===== src/rtl/core/assert_macros.svh =====
// assertion helpers, included by the parser top level
`ifndef ASSERT_MACROS_SVH
`define ASSERT_MACROS_SVH

// property checked at every rising edge outside reset
`define ASSERT_CLK(label, prop, msg) \
    label: assert property (@(posedge clk) disable iff (!rst_n) prop) else $error(msg);

// implication checked in the following cycle
`define ASSERT_NEXT(label, pre, post, msg) \
    label: assert property (@(posedge clk) disable iff (!rst_n) (pre) |=> (post)) \
        else $error(msg);

`endif


===== src/rtl/core/mtep_pkg.sv =====
package mtep_pkg;

    // parser phase
    typedef enum logic [3:0] {
        PH_DELTA  = 4'd0,
        PH_STATUS = 4'd1,
        PH_DATA1  = 4'd2,
        PH_DATA2  = 4'd3,
        PH_MTYPE  = 4'd4,
        PH_MLEN   = 4'd5,
        PH_XLEN   = 4'd6,
        PH_SKIP   = 4'd7,
        PH_IDLE   = 4'd8
    } phase_t;

    // func codes on the input side
    localparam logic [1:0] FUNC_PLAIN     = 2'd0;
    localparam logic [1:0] FUNC_NEW_TRACK = 2'd1;
    localparam logic [1:0] FUNC_NEW_FILE  = 2'd2;

    // result kinds
    localparam logic [2:0] KIND_NOTE_OFF = 3'd0;
    localparam logic [2:0] KIND_NOTE_ON  = 3'd1;
    localparam logic [2:0] KIND_CHANNEL  = 3'd2;
    localparam logic [2:0] KIND_TEMPO    = 3'd3;
    localparam logic [2:0] KIND_EOT      = 3'd4;
    localparam logic [2:0] KIND_MISSING  = 3'd5;

    // byte codes
    localparam logic [7:0] BYTE_META     = 8'hFF;
    localparam logic [7:0] BYTE_SYSEX    = 8'hF0;
    localparam logic [7:0] BYTE_SYSEX_ESC = 8'hF7;
    localparam logic [7:0] META_EOT      = 8'h2F;
    localparam logic [7:0] META_TEMPO    = 8'h51;
    localparam logic [3:0] HI_NOTE_OFF   = 4'h8;
    localparam logic [3:0] HI_NOTE_ON    = 4'h9;
    localparam logic [3:0] HI_PROGRAM    = 4'hC;
    localparam logic [3:0] HI_PRESSURE   = 4'hD;
    localparam logic [3:0] HI_SYSTEM     = 4'hF;

    localparam int unsigned TEMPO_BYTES  = 3;

    // full parser state
    typedef struct packed {
        phase_t      phase;
        logic [7:0]  running_status;
        logic [7:0]  current_status;
        logic [31:0] delta_accum;
        logic [7:0]  first_byte_hold;
        logic [7:0]  meta_kind;
        logic [31:0] length_accum;
        logic [23:0] tempo_value;
        logic [1:0]  tempo_count;
        logic        tempo_captured;
    } state_t;

    // one result word
    typedef struct packed {
        logic [2:0]  kind;
        logic [7:0]  status_byte;
        logic [7:0]  first_data;
        logic [7:0]  second_data;
        logic [31:0] delta_ticks;
        logic [23:0] tempo_us;
    } result_t;

endpackage


===== src/rtl/core/mtep_step.sv =====
module mtep_step (
    input  mtep_pkg::state_t  cur,
    input  logic [1:0]        func,
    input  logic [7:0]        data_byte,
    output mtep_pkg::state_t  nxt,
    output logic              emit,
    output mtep_pkg::result_t res
);
    import mtep_pkg::*;

    // statuses that take a single data byte
    function automatic logic one_data(input logic [7:0] st);
        return (st[7:4] == HI_PROGRAM) || (st[7:4] == HI_PRESSURE);
    endfunction

    // kind of a finished channel message
    function automatic logic [2:0] chan_kind(input logic [7:0] st, input logic [7:0] d2);
        logic [2:0] k;
        k = KIND_CHANNEL;
        if (st[7:4] == HI_NOTE_OFF)
            k = KIND_NOTE_OFF;
        else if (st[7:4] == HI_NOTE_ON)
            k = (d2 == 8'd0) ? KIND_NOTE_OFF : KIND_NOTE_ON;
        return k;
    endfunction

    // one byte of parsing
    always_comb
    begin
        state_t      s;
        logic [31:0] len;
        logic [23:0] tv;
        logic [1:0]  tc;
        s   = cur;
        len = '0;
        tv  = '0;
        tc  = '0;
        emit = 1'b0;
        res  = '0;

        // track or file restart
        if (func == FUNC_NEW_TRACK || func == FUNC_NEW_FILE)
        begin
            s.phase           = PH_DELTA;
            s.running_status  = '0;
            s.current_status  = '0;
            s.delta_accum     = '0;
            s.first_byte_hold = '0;
            s.meta_kind       = '0;
            s.length_accum    = '0;
            if (func == FUNC_NEW_FILE)
            begin
                s.tempo_value    = '0;
                s.tempo_count    = '0;
                s.tempo_captured = 1'b0;
            end
        end

        unique case (s.phase)
            PH_DELTA:
            begin
                s.delta_accum = {s.delta_accum[24:0], data_byte[6:0]};
                if (!data_byte[7])
                    s.phase = PH_STATUS;
            end
            PH_STATUS:
            begin
                if (!data_byte[7])
                begin
                    if (s.running_status == 8'd0)
                    begin
                        emit            = 1'b1;
                        res.kind        = KIND_MISSING;
                        res.first_data  = data_byte;
                        res.delta_ticks = s.delta_accum;
                        s.delta_accum   = {24'd0, data_byte};
                    end
                    else
                    begin
                        s.current_status = s.running_status;
                        if (one_data(s.running_status))
                        begin
                            emit            = 1'b1;
                            res.kind        = chan_kind(s.running_status, 8'd0);
                            res.status_byte = s.running_status;
                            res.first_data  = data_byte;
                            res.delta_ticks = s.delta_accum;
                            s.phase         = PH_DELTA;
                            s.delta_accum   = '0;
                        end
                        else
                        begin
                            s.first_byte_hold = data_byte;
                            s.phase           = PH_DATA2;
                        end
                    end
                end
                else if (data_byte[7:4] == HI_SYSTEM)
                begin
                    s.running_status = '0;
                    if (data_byte == BYTE_META)
                        s.phase = PH_MTYPE;
                    else if (data_byte == BYTE_SYSEX || data_byte == BYTE_SYSEX_ESC)
                    begin
                        s.meta_kind    = '0;
                        s.length_accum = '0;
                        s.phase        = PH_XLEN;
                    end
                    else
                    begin
                        s.phase       = PH_DELTA;
                        s.delta_accum = '0;
                    end
                end
                else
                begin
                    s.running_status = data_byte;
                    s.current_status = data_byte;
                    s.phase          = PH_DATA1;
                end
            end
            PH_DATA1:
            begin
                if (one_data(s.current_status))
                begin
                    emit            = 1'b1;
                    res.kind        = chan_kind(s.current_status, 8'd0);
                    res.status_byte = s.current_status;
                    res.first_data  = data_byte;
                    res.delta_ticks = s.delta_accum;
                    s.phase         = PH_DELTA;
                    s.delta_accum   = '0;
                end
                else
                begin
                    s.first_byte_hold = data_byte;
                    s.phase           = PH_DATA2;
                end
            end
            PH_DATA2:
            begin
                emit            = 1'b1;
                res.kind        = chan_kind(s.current_status, data_byte);
                res.status_byte = s.current_status;
                res.first_data  = s.first_byte_hold;
                res.second_data = data_byte;
                res.delta_ticks = s.delta_accum;
                s.phase         = PH_DELTA;
                s.delta_accum   = '0;
            end
            PH_MTYPE:
            begin
                s.meta_kind    = data_byte;
                s.length_accum = '0;
                s.phase        = PH_MLEN;
            end
            PH_MLEN, PH_XLEN:
            begin
                len = {s.length_accum[24:0], data_byte[6:0]};
                s.length_accum = len;
                if (!data_byte[7])
                begin
                    if (s.phase == PH_MLEN && s.meta_kind == META_EOT)
                    begin
                        // end of track: report and go idle
                        emit            = 1'b1;
                        res.kind        = KIND_EOT;
                        res.status_byte = BYTE_META;
                        res.first_data  = META_EOT;
                        res.delta_ticks = s.delta_accum;
                        s.phase         = PH_IDLE;
                        s.delta_accum   = '0;
                    end
                    else
                    begin
                        if (s.phase == PH_XLEN)
                            s.meta_kind = '0;
                        if (!s.tempo_captured)
                            s.tempo_value = '0;
                        s.tempo_count = '0;
                        if (len == 32'd0)
                        begin
                            s.phase       = PH_DELTA;
                            s.delta_accum = '0;
                        end
                        else
                            s.phase = PH_SKIP;
                    end
                end
            end
            PH_SKIP:
            begin
                // capture the first tempo of the file
                if (s.meta_kind == META_TEMPO && !s.tempo_captured
                    && s.tempo_count != 2'(TEMPO_BYTES))
                begin
                    tv = {s.tempo_value[15:0], data_byte};
                    tc = s.tempo_count + 2'd1;
                    s.tempo_value = tv;
                    s.tempo_count = tc;
                    if (tc == 2'(TEMPO_BYTES))
                    begin
                        s.tempo_captured = 1'b1;
                        emit             = 1'b1;
                        res.kind         = KIND_TEMPO;
                        res.status_byte  = BYTE_META;
                        res.first_data   = META_TEMPO;
                        res.delta_ticks  = s.delta_accum;
                        res.tempo_us     = tv;
                    end
                end
                len = s.length_accum - 32'd1;
                s.length_accum = len;
                if (len == 32'd0)
                begin
                    s.phase       = PH_DELTA;
                    s.delta_accum = '0;
                end
            end
            PH_IDLE:
            begin
                s.phase = PH_IDLE;
            end
            default:
            begin
                s.phase = PH_IDLE;
            end
        endcase

        nxt = s;
    end

endmodule


===== src/rtl/core/mtep_out_reg.sv =====
module mtep_out_reg (
    input  logic              clk,
    input  logic              rst_n,
    input  logic              load,
    input  mtep_pkg::result_t load_data,
    input  logic              take,
    output logic              valid,
    output mtep_pkg::result_t data
);
    import mtep_pkg::*;

    logic    valid_reg;
    logic    valid_next;
    result_t data_reg;

    // slot is full after a load, empty once the word is taken
    always_comb
    begin
        valid_next = valid_reg;
        if (load)
            valid_next = 1'b1;
        else if (take)
            valid_next = 1'b0;
    end

    always_ff @(posedge clk or negedge rst_n)
    begin
        if (!rst_n)
            valid_reg <= 1'b0;
        else
            valid_reg <= valid_next;
    end

    // payload, no reset
    always_ff @(posedge clk)
    begin
        if (load)
            data_reg <= load_data;
    end

    assign valid = valid_reg;
    assign data  = data_reg;

endmodule


===== src/rtl/core/midi_track_event_parser.sv =====
// channel   dir  tdata                       tuser
// s_axis    in   data_byte[7:0]              func[1:0]
// m_axis    out  status,first,second,delta,  kind[2:0]
//                tempo (80 bits)
//
// one byte per cycle while the result slot is free or being taken; a result
// word is registered with the full parse step between input and result register
// the parser state advances when the input register hands its byte to the
// result register, which needs the result slot empty or being taken
// a stalled result slot still lets one more byte sit in the input register
// rst_n clears phase, running status, delta, length and tempo capture state
module midi_track_event_parser (
    input  logic        clk,
    input  logic        rst_n,
    input  logic        s_tvalid,
    output logic        s_tready,
    input  logic [7:0]  s_tdata,   // data_byte[7:0]
    input  logic [1:0]  s_tuser,   // func[1:0]
    output logic        m_tvalid,
    input  logic        m_tready,
    output logic [79:0] m_tdata,   // status_byte, first_data, second_data,
                                   // delta_ticks[31:0], tempo_us[23:0]
    output logic [2:0]  m_tuser    // kind[2:0]
);
    import mtep_pkg::*;

    `include "assert_macros.svh"

    logic       in_valid_reg;
    logic       in_valid_next;
    logic [7:0] byte_reg;
    logic [1:0] func_reg;
    state_t     state_reg;
    state_t     state_next;
    logic       emit;
    result_t    res;
    result_t    out_data;
    logic       advance;
    logic       s_accept;

    // handshake between the two stages
    assign advance  = in_valid_reg && (!m_tvalid || m_tready);
    assign s_tready = !in_valid_reg || advance;
    assign s_accept = s_tvalid && s_tready;

    always_comb
    begin
        in_valid_next = in_valid_reg;
        if (s_accept)
            in_valid_next = 1'b1;
        else if (advance)
            in_valid_next = 1'b0;
    end

    // input register and parser state
    always_ff @(posedge clk or negedge rst_n)
    begin
        if (!rst_n)
        begin
            in_valid_reg <= 1'b0;
            state_reg    <= '{phase: PH_DELTA, default: '0};
        end
        else
        begin
            in_valid_reg <= in_valid_next;
            if (advance)
                state_reg <= state_next;
        end
    end

    always_ff @(posedge clk)
    begin
        if (s_accept)
        begin
            byte_reg <= s_tdata;
            func_reg <= s_tuser;
        end
    end

    // parse step
    mtep_step u_step (
        .cur       (state_reg),
        .func      (func_reg),
        .data_byte (byte_reg),
        .nxt       (state_next),
        .emit      (emit),
        .res       (res)
    );

    // result register
    mtep_out_reg u_out (
        .clk       (clk),
        .rst_n     (rst_n),
        .load      (advance && emit),
        .load_data (res),
        .take      (m_tready),
        .valid     (m_tvalid),
        .data      (out_data)
    );

    assign m_tuser = out_data.kind;
    assign m_tdata = {out_data.tempo_us, out_data.delta_ticks, out_data.second_data,
                      out_data.first_data, out_data.status_byte};

    // checks
    `ASSERT_NEXT(a_hold_in, in_valid_reg && !advance,
        in_valid_reg && $stable(byte_reg) && $stable(func_reg),
        "stalled input byte changed")
    `ASSERT_CLK(a_kind_range, emit |-> (res.kind <= KIND_MISSING),
        "result kind out of range")
    `ASSERT_CLK(a_idle_quiet,
        (state_reg.phase == PH_IDLE && func_reg != FUNC_NEW_TRACK
         && func_reg != FUNC_NEW_FILE) |-> !emit,
        "result produced while idle")
    `ASSERT_CLK(a_tempo_once,
        (state_reg.tempo_captured && func_reg != FUNC_NEW_FILE && emit)
        |-> (res.kind != KIND_TEMPO),
        "second tempo reported in one file")
    `ASSERT_NEXT(a_no_drop, m_tvalid && !m_tready, m_tvalid && $stable(out_data),
        "pending result lost")

endmodule


===== config.mk =====
export PLATFORM = sky130hd
export DESIGN_NAME = midi_track_event_parser
export DESIGN_NICKNAME = d
export VERILOG_FILES = /design/src/rtl/core/mtep_pkg.sv /design/src/rtl/core/mtep_step.sv /design/src/rtl/core/mtep_out_reg.sv /design/src/rtl/core/midi_track_event_parser.sv
export VERILOG_INCLUDE_DIRS = /design/src /design/src/rtl/core
export SDC_FILE = /design/constraint.sdc
export NUM_CORES = 1
export LEC_CHECK = 0
export BUFFER_PORTS_ARGS = -buffer_cell sky130_fd_sc_hd__buf_4
export CAP_MARGIN = 30
export CORE_ASPECT_RATIO = 0.5
export CORE_MARGIN = 2
export CORE_UTILIZATION = 55
export CTS_CLUSTER_SIZE = 20
export DETAILED_ROUTE_END_ITERATION = 10
export PLACE_DENSITY_LB_ADDON = 0.08
export SYNTH_ARGS = -nofsm -noshare
export SYNTH_HDL_FRONTEND = slang
export SYNTH_HIERARCHICAL = 1
export SYNTH_SLANG_ARGS = --single-unit

===== constraint.sdc =====
create_clock -name clk -period 5.1 [get_ports clk]
set_input_delay 1.02 -clock clk [delete_from_list [all_inputs] [get_ports clk]]
set_output_delay 1.02 -clock clk [all_outputs]
set_load 0.01 [all_outputs]

# After elaboration in Yosys (flattened, before gate mapping)
# Index checks and enable logic that the tools add are counted.
# word_totals
inputBits	14
reg_bits	222
out_inout_bits	85
# classes
add_sub_neg	2
muxes	92
n_reduce_logical	24
n_eq_ne	25
# op_table
cell	n
32-bit two-way mux	16
40-bit two-way mux	5
32-bit case mux with 6 select lines	1
32-bit case mux with 5 select lines	1
32-bit case mux with 4 select lines	1
127-bit two-way mux	1
19-bit two-way mux	6
56-bit two-way mux	2
8-bit two-way mux	12
19-bit case mux with 5 select lines	1
32-bit logical NOT	2
27-bit two-way mux	2
26-bit two-way mux	2
26-bit case mux with 2 select lines	1
4-bit == test, second input constant	9
32-bit by 1-bit subtractor with 32-bit output, second input constant	1
4-bit case mux with 7 select lines	1
8-bit == test, second input constant	3
24-bit two-way mux	1
4-bit two-way mux	6
8-bit case mux with 3 select lines	1
18-bit two-way mux	1
3-bit two-way mux	6
4-bit by 3-bit == test with 1-bit output, second input constant	4
other kinds (22)	57

# Depth between registers and ports, before layout
# logic_depth
ltp_word	11
ltp_mapped	22

# Cells and area by module
# The synthesis kept the hierarchy.
# by_module_without_submodules
mod	area_per_inst_um2	seq_area_each_um2	n_inst	cells_each
midi_track_event_parser	5187.5	3503.4	1	284
mtep_step	4309.1	0.0	1	735
mtep_out_reg	2528.7	2517.4	1	86

# Least setup slack after synthesis
# No wires, ideal clock.
# synth_path
kind	flip-flop to flip-flop
from	register func_reg[1]
to	register u_out.data_reg (netlist bit u_out/data[0]), enable pin
setup_ns	0.452
stages_incl_launch_ff	17
t_arrival_ns	4.848
period_less_slack_ns	5.300
setup_slack_ns	-0.200
cell_sequence	edfxtp_1 ha_1 clkbuf_1 clkbuf_1 clkbuf_1 nand2b_1 nand2_1 inv_1 ha_1 nor4b_1 nand3_1 nor2_1 and2_1 nor4_1 clkbuf_1 inv_1 and3_1
# synth_via
elab_chain_len	10
# synth_rtl
element	line	rtl
start, declared	midi_track_event_parser.sv:32	logic [1:0] func_reg;
start signal, assigned	midi_track_event_parser.sv:76	func_reg <= s_tuser;
2-bit by 1-bit == test with 1-bit output / 2-bit == test (equally long branches)	mtep_step.sv:42, mtep_step.sv:51	
1-bit logical OR	mtep_step.sv:42	if (func == FUNC_NEW_TRACK || func == FUNC_NEW_FILE)
127-bit two-way mux (*)	mtep_step.sv:42	
parallel branches: the longest is 5 deep, another holds 2-bit by 1-bit adder with 2-bit output	-	
1-bit case mux with 5 select lines (*)	mtep_step.sv:59	unique case (s.phase)
net emit	midi_track_event_parser.sv:35	logic emit;
1-bit logical AND (*)	midi_track_event_parser.sv:94	.load (advance && emit),
end signal, assigned	mtep_out_reg.sv:38	data_reg <= load_data;
end, declared	mtep_out_reg.sv:14	result_t data_reg;
# Mark *: on every way through the listed nets, which the timed path passes.
# A chain may end at the register's enable or synchronous reset.

==> impl_metrics.csv <==
group,metric,value,unit
layout,n_antenna_cell,0,
drt,via_count,8945,
timing,setup_viol,0,
global_routing,antenna_found_initial,1,
clocking,cts_made_buffers,21,
placement,gp_congestion,0.8700,
synthesis,synthCells,1073,
setup_path,critPathCaptureType,"register",
clocking,clock_sinks,214,
pwr,intPower,3.486,mW
global_routing,overflow,0,
timing,post-route-min-period,4431,ps
hold_path,hold_path.class,"in2async",
synthesis,syn_area_per_cell,10.85,µm²
setup_path,rrSetupSlack,670,ps
clocking,clockBufferDepth,3,
clocking,post_cts_resized,0,
pwr,power_density,384.0,mW/mm²
placement,place_ws,723.1,ps
placement,io_buffers,98,
drt,routed_via_density,6.344,
pwr,combPwrFrac,23.9,%
layout,final_area,0.01321,mm²
clocking,cts_setup_buffers,0,
pwr,ir_drop,0.2081,mV
global_routing,grt_pass1_wl,47290,µm
timing,hold_viol_final,0,
setup_path,crit_type,"reg2reg",
setup_path,critPathLaunch,"func_reg[0]",
layout,nets,1141,
drt,drt-total-wl,29480,µm
timing,hold_slack,370.5,ps
setup_path,r2r_start,"func_reg[0]",
die,die-width,209.8,µm
pwr,pwr-share-clk,30.8,%
job,drv_cap,0,
die,start_util,56.40,%
synthesis,synth_fp_nets,1092,
global_routing,grt_max_degree,104,
clocking,h-tree-depth,1,
die,die_h,106.9,µm
setup_path,worst-r2r-cell-count,14,
die,coreArea,0.02065,mm²
setup_path,cp_top_family,"simple AND/OR/NAND/NOR gates",
placement,hpwl,18870,µm
placement,dp_cells,1372,
layout,fin_util,63.99,%
clocking,postCtsHoldBufs,0,
global_routing,grtUsageTotal,26.53,%
layout,drive_above_1_share,25.33,%
drt,drt-initial-drc-count,876,
outcome,status,"finished, final reports clean",
drt,first_pass_iters,5,
drt,drcViolationCount,0,
pwr,power.switching,1.586,mW
clocking,clock_latency,530,ps
clocking,cts_tree,"yes",
die,num_rows,37,
setup_path,path_cells,"inv_1, ha_4, nand2_1, ha_1, or4b_1, and2_1, or3_1, a311oi_1, nand4_1, nor4_2, o21ai_2, buf_4, a22o_1, mux2_4",
die,dieArea,0.02242,mm²
setup_path,max_stage_delay,610,ps
die,ios,99,
setup_path,startpoint_type,"register",
drt,post_drt_wl_per_cell,20.91,µm
synthesis,synth_area,0.01164,mm²
timing,fmax,225.7,MHz
timing,finalClockSkew,25.48,ps
placement,place_area,0.01253,mm²
pwr,power.total,5.073,mW
timing,worst_pin_slew,949.3,ps
pwr,p_leak,6.029,nW
setup_path,cp_slowest_cell,"or4b_1",
setup_path,cp.arrival,4820,ps
setup_path,worstPathRequired,5490,ps
setup_path,r2r-end,"state_reg[105]",
timing,fin_setup_tns,0,ps
timing,slew_headroom,36.71,%
timing,fin_crit_sh,86.88,%
setup_path,crit_cells,14,
global_routing,grt_pass1_vias,8394,
clocking,clk_transition_reported_paths,70,ps
timing,fin_ws,669.3,ps
setup_path,critPathMaxFanout,32,
timing,slew_viol_final,0,
setup_path,cp_num_buf_inv,2,
drt,ant_nets,0,
clocking,cts_root_buf,"clkbuf_16",
pwr,sw_frac_of_total,31.27,%
layout,syn_to_final_growth,13.45,%
setup_path,critPathCapture,"state_reg[105]",
layout,stdcell_count,1410,
layout,largest_register_ffs,119,
timing,rsz0062_at_grt,"no",
pwr,pwr-share-seq,45.3,%
synthesis,yosys_warnings,6,
[power by group through the flow]
stage / combinational, mW / sequential, mW / clock (mW)
after floorplan: 0.866 / 2.27 / 0
after global placement: 1.17 / 2.31 / 0
after detailed placement: 1.21 / 2.33 / 0
after CTS: 1.21 / 2.29 / 1.60
after global routing: 1.32 / 2.33 / 1.67
final: 1.21 / 2.30 / 1.56
[worst min-delay path by stage]
| stage | from | end | slack, ps | cells after the start |
|---|---|---|---|---|
| detailed placement | state_reg[1] | state_reg[1] | 500 | 1 |
| floorplan | state_reg[30] | state_reg[30] | 470 | 1 |
| global route | rst_n | state_reg[36] | 370 | 1 |
| global placement | state_reg[2] | state_reg[2] | 490 | 1 |
| CTS | rst_n | state_reg[47] | 360 | 1 |
| finish | rst_n | state_reg[43] | 370 | 1 |
[metal layers]
layer | track usage (%) | wire [µm]
met1 | 38.80 | 13660
met2 | 41.72 | 13500
met3 | 4.716 | 1870
met4 | 5.572 | 453
met5 | 0 | 0
[cells in the final DEF (no fill, tap or decap), types with 5 or more instances in the layout]
cell	n
a21o_1	11
a21oi_1	31
a221o_1	6
a22o_1	65
a22oi_1	18
a31oi_1	12
a32o_1	6
and2_1	12
and3_1	23
buf_4	113
clkbuf_16	21
dfrtp_1	121
edfxtp_1	93
inv_1	11
mux2_2	89
mux2_4	30
nand2_1	96
nand2b_1	8
nand3_1	48
nand4_1	11
nand4b_1	7
nor2_1	54
nor2b_1	34
nor3_1	17
nor4_1	10
o21ai_0	58
or3_1	12
or4_1	8
xnor2_1	7
xor2_1	5
[final cells by class]
class | count | area, µm²
repair buffers | 117 | 923.4
multi-input cells | 757 | 5406
inverters | 11 | 41.29
well taps | 273 | 341.6
flip-flops and latches | 214 | 5821
fillers | 1642 | 7436
clock buffers | 28 | 591.8
clock inverters | 10 | 86.33
Power figures use the tool's default switching activity.
